[config.mk]
export PLATFORM = sky130hd
export DESIGN_NAME = signed_int_to_decimal_text_core
export DESIGN_NICKNAME = d
export VERILOG_FILES = /design/src/rtl/sitdt_pkg.sv /design/src/rtl/signed_int_to_decimal_text_core.sv /design/src/rtl/sitdt_datapath.sv /design/src/rtl/sitdt_ctrl.sv
export VERILOG_INCLUDE_DIRS = /design/src /design/src/rtl
export SDC_FILE = /design/constraint.sdc
export NUM_CORES = 1
export LEC_CHECK = 0
export ABC_AREA = 1
export BUFFER_PORTS_ARGS = -buffer_cell sky130_fd_sc_hd__buf_2
export CAP_MARGIN = 20
export CORE_ASPECT_RATIO = 0.75
export CORE_MARGIN = 4
export CORE_UTILIZATION = 61
export CTS_CLUSTER_DIAMETER = 30
export DETAILED_ROUTE_END_ITERATION = 6
export PLACE_DENSITY = 0.81
export RECOVER_POWER = 100
export SYNTH_ARGS = -nofsm -noshare
export SYNTH_HDL_FRONTEND = slang
export SYNTH_HIERARCHICAL = 1
export SYNTH_SLANG_ARGS = --single-unit
[constraint.sdc]
create_clock -name clk -period 3.32 [get_ports clk]
set_input_delay 0.332 -clock clk [delete_from_list [all_inputs] [get_ports clk]]
set_output_delay 0.332 -clock clk [all_outputs]
set_load 0.02 [all_outputs]
[src/rtl/assert_macros.svh]
// ----------------------------------------------------------------------------
// assert_macros.svh
// Shared assertion macros, clocked on clk and disabled while rst_n is low.
// ----------------------------------------------------------------------------
`ifndef ASSERT_MACROS_SVH
`define ASSERT_MACROS_SVH

// Check that cons holds in the same cycle as ante.
`define ASSERT_IMPL(label, ante, cons) \
  label: assert property (@(posedge clk) disable iff (!rst_n) (ante) |-> (cons)) \
    else $error("assertion failed");

// Check that cons holds in the cycle after ante.
`define ASSERT_NEXT(label, ante, cons) \
  label: assert property (@(posedge clk) disable iff (!rst_n) (ante) |=> (cons)) \
    else $error("assertion failed");

`endif

[src/rtl/sitdt_pkg.sv]
// ----------------------------------------------------------------------------
// sitdt_pkg
// Shared widths, character codes and controller/datapath interface types.
// ----------------------------------------------------------------------------
package sitdt_pkg;

  localparam int BIN_W     = 32;
  localparam int NUM_DIG   = 10;
  localparam int DIG_W     = 4;
  localparam int BCD_W     = NUM_DIG * DIG_W;
  localparam int CHAR_W    = 7;
  localparam int CNT_W     = $clog2(BIN_W);
  localparam int REM_W     = $clog2(NUM_DIG + 1);

  localparam logic [CHAR_W-1:0] CHAR_MINUS = 7'd45;
  localparam logic [CHAR_W-1:0] CHAR_ZERO  = 7'd48;

  typedef struct packed {
    logic load;
    logic shift;
    logic skip;
    logic emit_sign;
    logic emit_digit;
    logic last;
  } sitdt_cmd_t;

  typedef struct packed {
    logic top_zero;
    logic neg;
    logic out_free;
  } sitdt_status_t;

endpackage

[src/rtl/signed_int_to_decimal_text_core.sv]
// ----------------------------------------------------------------------------
// signed_int_to_decimal_text_core
// Renders one signed 32-bit integer as decimal ASCII, one character per beat.
// ----------------------------------------------------------------------------
//  channel | ports                                  | direction
//  --------+----------------------------------------+----------
//  input   | in_valid, in_ready, in_number[31:0]    | in
//  result  | out_valid, out_ready, out_text_char,   | out
//          | out_last_char                          |
//
//  A number goes through a load step, the shift-add-3 steps of the
//  bit-serial BCD converter, the leading-zero skips and an exit from the
//  skip state, then the character beats. Skips and digits always sum to
//  ten; a negative value adds a sign beat before the digits.
//  in_ready is high only between numbers; an unaccepted character holds the sequencer before its next one.
//  rst_n is synchronous and active low; it clears the sequencer and out_valid.
// ----------------------------------------------------------------------------
module signed_int_to_decimal_text_core (
  input  logic                             clk,
  input  logic                             rst_n,
  input  logic                             in_valid,
  output logic                             in_ready,
  input  logic signed [sitdt_pkg::BIN_W-1:0] in_number,
  output logic                             out_valid,
  input  logic                             out_ready,
  output logic [sitdt_pkg::CHAR_W-1:0]     out_text_char,
  output logic                             out_last_char
);
  import sitdt_pkg::*;

  sitdt_cmd_t    cmd;
  sitdt_status_t status;

  sitdt_ctrl u_ctrl (
    .clk      (clk),
    .rst_n    (rst_n),
    .in_valid (in_valid),
    .in_ready (in_ready),
    .status   (status),
    .cmd      (cmd)
  );

  sitdt_datapath u_datapath (
    .clk           (clk),
    .rst_n         (rst_n),
    .in_number     (in_number),
    .cmd           (cmd),
    .status        (status),
    .out_valid     (out_valid),
    .out_ready     (out_ready),
    .out_text_char (out_text_char),
    .out_last_char (out_last_char)
  );

endmodule

[src/rtl/sitdt_datapath.sv]
// ----------------------------------------------------------------------------
// sitdt_datapath
// Magnitude and BCD registers with a shift-add-3 step, digit shifter and
// output register for the character beats.
// ----------------------------------------------------------------------------
module sitdt_datapath (
  input  logic                           clk,
  input  logic                           rst_n,
  input  logic signed [sitdt_pkg::BIN_W-1:0] in_number,
  input  sitdt_pkg::sitdt_cmd_t          cmd,
  output sitdt_pkg::sitdt_status_t       status,
  output logic                           out_valid,
  input  logic                           out_ready,
  output logic [sitdt_pkg::CHAR_W-1:0]   out_text_char,
  output logic                           out_last_char
);
  import sitdt_pkg::*;

  logic [BIN_W-1:0]  mag_r, mag_nxt;
  logic [BCD_W-1:0]  bcd_r, bcd_nxt, bcd_adj;
  logic              neg_r, neg_nxt;
  logic              out_valid_r, out_valid_nxt;
  logic [CHAR_W-1:0] char_r, char_nxt;
  logic              last_r, last_nxt;
  logic [BIN_W-1:0]  raw;
  logic [DIG_W-1:0]  top_dig;

  assign raw     = in_number;
  assign top_dig = bcd_r[BCD_W-1 -: DIG_W];

  always_comb begin
    for (int i = 0; i < NUM_DIG; i++) begin
      if (bcd_r[i*DIG_W +: DIG_W] >= DIG_W'(5)) begin
        bcd_adj[i*DIG_W +: DIG_W] = bcd_r[i*DIG_W +: DIG_W] + DIG_W'(3);
      end else begin
        bcd_adj[i*DIG_W +: DIG_W] = bcd_r[i*DIG_W +: DIG_W];
      end
    end
  end

  always_comb begin
    mag_nxt       = mag_r;
    bcd_nxt       = bcd_r;
    neg_nxt       = neg_r;
    out_valid_nxt = out_valid_r;
    char_nxt      = char_r;
    last_nxt      = last_r;
    if (out_valid_r && out_ready) begin
      out_valid_nxt = 1'b0;
    end
    if (cmd.load) begin
      neg_nxt = raw[BIN_W-1];
      mag_nxt = raw[BIN_W-1] ? (BIN_W'(0) - raw) : raw;
      bcd_nxt = '0;
    end else if (cmd.shift) begin
      bcd_nxt = {bcd_adj[BCD_W-2:0], mag_r[BIN_W-1]};
      mag_nxt = {mag_r[BIN_W-2:0], 1'b0};
    end else if (cmd.skip) begin
      bcd_nxt = {bcd_r[BCD_W-DIG_W-1:0], {DIG_W{1'b0}}};
    end else if (cmd.emit_sign) begin
      out_valid_nxt = 1'b1;
      char_nxt      = CHAR_MINUS;
      last_nxt      = 1'b0;
    end else if (cmd.emit_digit) begin
      out_valid_nxt = 1'b1;
      char_nxt      = CHAR_ZERO + CHAR_W'(top_dig);
      last_nxt      = cmd.last;
      bcd_nxt       = {bcd_r[BCD_W-DIG_W-1:0], {DIG_W{1'b0}}};
    end
  end

  always_ff @(posedge clk) begin
    if (!rst_n) begin
      out_valid_r <= 1'b0;
    end else begin
      out_valid_r <= out_valid_nxt;
    end
    mag_r  <= mag_nxt;
    bcd_r  <= bcd_nxt;
    neg_r  <= neg_nxt;
    char_r <= char_nxt;
    last_r <= last_nxt;
  end

  assign status.top_zero = (top_dig == '0);
  assign status.neg      = neg_r;
  assign status.out_free = !out_valid_r || out_ready;

  assign out_valid     = out_valid_r;
  assign out_text_char = char_r;
  assign out_last_char = last_r;

endmodule

[src/rtl/sitdt_ctrl.sv]
// ----------------------------------------------------------------------------
// sitdt_ctrl
// Sequencer: load, 32 conversion steps, leading-zero skip, sign and digit
// beats.
// ----------------------------------------------------------------------------
`include "assert_macros.svh"

module sitdt_ctrl (
  input  logic                     clk,
  input  logic                     rst_n,
  input  logic                     in_valid,
  output logic                     in_ready,
  input  sitdt_pkg::sitdt_status_t status,
  output sitdt_pkg::sitdt_cmd_t    cmd
);
  import sitdt_pkg::*;

  localparam logic [2:0] S_IDLE = 3'd0;
  localparam logic [2:0] S_CONV = 3'd1;
  localparam logic [2:0] S_SKIP = 3'd2;
  localparam logic [2:0] S_SIGN = 3'd3;
  localparam logic [2:0] S_DIG  = 3'd4;

  localparam logic [CNT_W-1:0] CNT_LAST = CNT_W'(BIN_W - 1);
  localparam logic [REM_W-1:0] REM_FULL = REM_W'(NUM_DIG);
  localparam logic [REM_W-1:0] REM_ONE  = REM_W'(1);

  logic [2:0]       state_r, state_nxt;
  logic [CNT_W-1:0] cnt_r, cnt_nxt;
  logic [REM_W-1:0] rem_r, rem_nxt;

  always_comb begin
    state_nxt = state_r;
    cnt_nxt   = cnt_r;
    rem_nxt   = rem_r;
    cmd       = '0;
    in_ready  = 1'b0;
    unique case (state_r)
      S_IDLE: begin
        in_ready = 1'b1;
        if (in_valid) begin
          cmd.load  = 1'b1;
          cnt_nxt   = '0;
          state_nxt = S_CONV;
        end
      end
      S_CONV: begin
        cmd.shift = 1'b1;
        cnt_nxt   = cnt_r + CNT_W'(1);
        if (cnt_r == CNT_LAST) begin
          rem_nxt   = REM_FULL;
          state_nxt = S_SKIP;
        end
      end
      S_SKIP: begin
        if (status.top_zero && rem_r != REM_ONE) begin
          cmd.skip = 1'b1;
          rem_nxt  = rem_r - REM_ONE;
        end else begin
          state_nxt = status.neg ? S_SIGN : S_DIG;
        end
      end
      S_SIGN: begin
        if (status.out_free) begin
          cmd.emit_sign = 1'b1;
          state_nxt     = S_DIG;
        end
      end
      S_DIG: begin
        if (status.out_free) begin
          cmd.emit_digit = 1'b1;
          cmd.last       = (rem_r == REM_ONE);
          rem_nxt        = rem_r - REM_ONE;
          if (rem_r == REM_ONE) begin
            state_nxt = S_IDLE;
          end
        end
      end
      default: begin
        state_nxt = S_IDLE;
      end
    endcase
  end

  always_ff @(posedge clk) begin
    if (!rst_n) begin
      state_r <= S_IDLE;
      cnt_r   <= '0;
      rem_r   <= '0;
    end else begin
      state_r <= state_nxt;
      cnt_r   <= cnt_nxt;
      rem_r   <= rem_nxt;
    end
  end

  `ASSERT_IMPL(a_emit_when_free, cmd.emit_digit || cmd.emit_sign, status.out_free)
  `ASSERT_IMPL(a_rem_live, state_r == S_DIG || state_r == S_SIGN, rem_r != '0)
  `ASSERT_NEXT(a_accept_starts_conv, in_valid && in_ready, state_r == S_CONV && cnt_r == '0)

endmodule

# Word level (Yosys, flattened, before mapping)

Cells that the tools add are included.

Register bits after elaboration: 94
Input port bits: 36
Output and inout port bits: 10
Logic and storage cells: 116

Add/sub/neg operators: 14
$lt $le $gt $ge: 10
Equal/unequal tests: 15
Multiplexer cells: 49
Bitwise logic cells: 3
Reductions and logical operators: 16

Operators with widths:

| operator                                                          | number |
|---|---|
| 2-to-1 mux 40 bit                                                 | 4 |
| 2-to-1 mux 32 bit                                                 | 3 |
| 2-to-1 mux 4 bit                                                  | 12 |
| greater-or-equal comparator 4 x 3 -> 1 bit, second input constant | 10 |
| adder 4 x 2 -> 4 bit, second input constant                       | 9 |
| subtractor 1 x 32 -> 32 bit, first input constant                 | 1 |
| 2-to-1 mux 3 bit                                                  | 8 |
| 2-to-1 mux 1 bit                                                  | 15 |
| one-hot mux 3 bit (5 select lines)                                | 1 |
| one-hot mux 4 bit (3 select lines)                                | 1 |
| one-hot mux 5 bit (2 select lines)                                | 1 |
| inequality test 2 bit, second input constant                      | 4 |
| AND reduction 4 bit                                               | 2 |
| adder 6 x 4 -> 7 bit, first input constant                        | 1 |
| 2-to-1 mux 7 bit                                                  | 1 |
| == test 3 x 2 -> 1 bit, second input constant                     | 2 |
| inequality test 2 x 1 -> 1 bit, second input constant             | 3 |
| AND reduction 6 bit                                               | 1 |
| nonzero test 2 bit                                                | 3 |
| nonzero test 3 bit                                                | 2 |
| adder 5 x 1 -> 5 bit, second input constant                       | 1 |
| == test 5 bit, second input constant                              | 1 |
| 2-to-1 mux 5 bit                                                  | 1 |
| == test 4 x 1 -> 1 bit, second input constant                     | 1 |
| other kinds (14)                                                  | 19 |

# Logic depth before layout (Yosys ltp)

Word-level depth: 9
Gate-level depth with buffers: 14
Mapped depth without buffers: 13

# By module

The synthesis kept the hierarchy.

By module, submodules not included:

| module         | times used | cells an instance | area an instance (um^2) | seq. area each (um^2) |
|---|---|---|---|---|
| sitdt_datapath | 1          | 692               | 5,252.5                 | 1,991.9 |
| sitdt_ctrl     | 1          | 129               | 828.3                   | 240.2 |

# Least setup slack after synthesis

No wires, ideal clock.

Path kind: register to register
Start: register u_ctrl.state_r[0]
End: register u_datapath.last_r, in the netlist u_datapath/out_last_char, enable pin
Library setup time: 380 ps
Data arrival time: 2,210 ps
Data required time: 2,940 ps
Setup slack: 731 ps
Stages on the path, launching flop included: 9
Buffers on the path: 0
Clock period less this slack: 2,589 ps
Cells stage by stage: dfxtp_1 > inv_2 > nand2_1 > nor2_2 > nand2_1 > inv_2 > inv_1 > nand2_1 > nor3_1

RTL lines:

| element                | RTL line             | source |
|---|---|---|
| start, declared        | sitdt_ctrl.sv:28     | `logic [2:0] state_r, state_nxt;` |
| start signal, assigned | sitdt_ctrl.sv:91     | `state_r <= state_nxt;` |
| end signal, assigned   | sitdt_datapath.sv:82 | `last_r <= last_nxt;` |
| end, declared          | sitdt_datapath.sv:24 | `logic last_r, last_nxt;` |

==> reports/metrics.yaml <==
nets: 906
max-cap-violations: 0
synth_area_leaders: "edfxtp_1, dfxtp_1, nand2_1"
holdCritPathClass: "in2reg"
drc: 0
cts_tree: "built"
io_pins: 46
critPathRequiredTime_ps: 3560
p_comb_share_pct: 46.7
start_kind: "flip-flop"
floorplan.rows: 31
regArea_sq_um: 2230
tns_ps: 0
viasPerCell: 5.62
drtIter0Drc: 527
seqPwrFrac_pct: 35.4
setup_viol: 0
period_needed_ps: 2600
seq_area_frac_synth_pct: 36.7
fin_skew_ps: 8.52
multiInputGateArea_sq_um: 3230
grt_pass1_vias: 5048
dr.pass1.iters: 6
start_util_pct: 62.7
p_total_mw: 6.10
path_max_fanout: 49
io_buffers: 43
max_stage_delay_ps: 710
grt_setup_unrepaired: "false"
final_max_slew_viol_count: 0
path_cells: "nor2_1 > nand2_1 > nor2_1 > inv_1 > nand2_1 > nand2_4 > inv_2 > a21oi_1 > a221oi_2"
hpwl_um: 9800
hold_viol_final: 0
dr_total_vias: 5522
clockBufferDepth: 2
status: "finished, final reports clean"
synth_area_leader_cell: "edfxtp_1"
cts.htree.levels: 3
syn_nets: 882
synth_edf_count: 39
ant_nets: 0
path_clk_slew_ps: 60
post_cts_buffers: 0
yosys-top-cells-count: "nand2_1, inv_1, a21oi_1"
yosys_warnings: 6
cts_root_buffer: "clkbuf_16"
fill_cells: 848
grt_pass1_wl_um: 23100
cp_slowest_cell: "inv_2"
synthCells: 821
antenna_found_initial: 0
die_area_sq_um: 11600
power_frac_clock_pct: 17.9
worst_pin_slew_ps: 1210
leakage_nw: 2.77
critPathKind: "reg2reg"
cp_data_arrival_time_ps: 2840
syn_area_sq_um: 6080
yosysUniqueCellTypes: 37
crit_buf_inv: 2
switching_power_mw: 2.67
clkSinkCount: 92
synthArstFlopShare_pct: 0
cts_resized: 0
finalCritPeriodShare_pct: 78.3
netSwitchingFraction_pct: 43.7
crit_family: "buffers and inverters"
core-area_sq_um: 9700
place_congestion: 0.920
peakVddDrop_mv: 0.515
grt_max_degree: 67
wl_per_cell_um: 14.2
drive_gt1_share_pct: 11.1
ys_ff_latch: 92
timing.fmax_mhz: 384
die_h_um: 94.5
maxSlewHeadroom_pct: 19.2
hold_buffers: 0
grt.overflow.total: 0
intPower_mw: 3.44
syn_area_per_cell_sq_um: 7.41
numCtsBuffers: 9
layout-area-overhead-vs-synth_pct: 7.49
routed_wl_um: 13900
yosys_most_used_dff: "dfxtp_1"
antenna_cells: 0
groute.usage.overall_pct: 24.3
holdWs_ps: 273
insertion_delay_ps: 340
crit_path_end_kind: "flip-flop"
synth_top_area_share_pct: 19.3
cellPowerDensity_nw_per_um2: 934
die_x_um: 123
yosysMostFrequentCell: "nand2_1"
registers in the layout, indices dropped and copies added (netlist names):
register and flops:
u_datapath/mag_r 32, u_datapath/bcd_r 40, u_ctrl/state_r 3, u_datapath/out_valid 1, u_datapath/out_last_char 1, u_datapath/neg_r 1, u_datapath/out_text_char 5, u_ctrl/rem_r 4
u_ctrl/cnt_r 5
worst register-to-register path, stage by stage (launching register included):
cell,delay [ps]
dfxtp_1,420
nor2_1,220
nand2_1,70
nor2_1,220
inv_1,140
nand2_1,130
nand2_4,180
inv_2,720
a21oi_1,120
a221oi_2,280
placed cells by master, fill, tap and decap left out, types with 3 or more instances in the layout:
| master | instances |
|---|---|
| o21ai_1 | 10 |
| clkbuf_1 | 11 |
| nor2_1 | 63 |
| inv_2 | 6 |
| a221oi_2 | 5 |
| inv_1 | 89 |
| ha_1 | 25 |
| nand4_1 | 10 |
| a21oi_2 | 4 |
| a221oi_1 | 4 |
| o211ai_1 | 14 |
| nor2_4 | 6 |
| xor2_1 | 19 |
| dfxtp_1 | 53 |
| xnor2_1 | 7 |
| a21oi_1 | 82 |
| a31oi_1 | 3 |
| nor2_2 | 9 |
| edfxtp_1 | 39 |
| clkbuf_2 | 3 |
| nand2_1 | 173 |
| nand2_2 | 5 |
| o21ai_0 | 76 |
| nand3_1 | 67 |
| buf_2 | 34 |
| nor3_1 | 3 |
| clkbuf_16 | 9 |
routing by layer:
metal  up-vias  share of wire, %  track usage, %
met5         -                 0               0
li1       2784                 -               -
met4         0               1.3            6.82
met3        14               7.1            4.19
met1      2527                46            34.3
met2       197                45            38.6
power groups by stage:
| stage | sequential (mW) | clock, mW | combinational (mW) |
|---|---|---|---|
| CTS | 2.15 | 1.11 | 2.92 |
| finish | 2.16 | 1.09 | 2.85 |
| global route | 2.22 | 1.16 | 3.26 |
| global placement | 2.15 | 0 | 2.78 |
| detailed placement | 2.17 | 0 | 2.89 |
| floorplan | 2.08 | 0 | 2.43 |
cell families after synthesis:
| kind of cell | synth area share [%] |
|---|---|
| xor gates and xnor gates | 3.74 |
| buffers and inverters | 9.44 |
| adders and majority gates | 5.14 |
| and+or+nand+nor | 25.2 |
| DFF | 36.7 |
| AOI/OAI and AO/OA | 19.6 |
| other | 0.124 |
through the flow:
step	utilization (%)	cell area (sq um)	setup WS, ps	instances
global placement	64.8	6280	1190	966
global route	67.4	6540	443	982
CTS	68.1	6600	1070	982
detailed placement	64.8	6280	1070	966
floorplan	-	6080	731	821
finish	67.4	6540	719	982
worst paths after layout:
| kind | startpoint | cells past startpoint | end | slack, ps |
|---|---|---|---|---|
| setup / recovery | u_ctrl/state_r[2] | 9 | u_datapath/bcd_r[19] | 720 |
| hold / removal | in_number[0] | 3 | u_datapath/mag_r[0] | 270 |
| setup reg to reg | u_ctrl/state_r[2] | 9 | u_datapath/bcd_r[19] | 720 |
| hold reg to reg | u_ctrl/cnt_r[4] | 2 | u_ctrl/cnt_r[4] | 480 |
layout make-up:
| type | instances | share of cell area [%] |
|---|---|---|
| multi-input combinational | 599 | 49.4 |
| tap | 132 | 2.53 |
| inverter | 95 | 5.46 |
| clock inverter | 4 | 1.11 |
| sequential | 92 | 34.2 |
| timing repair buffer | 48 | 3.58 |
| clock buffer | 12 | 3.77 |
(Power assumes the default switching activity.)
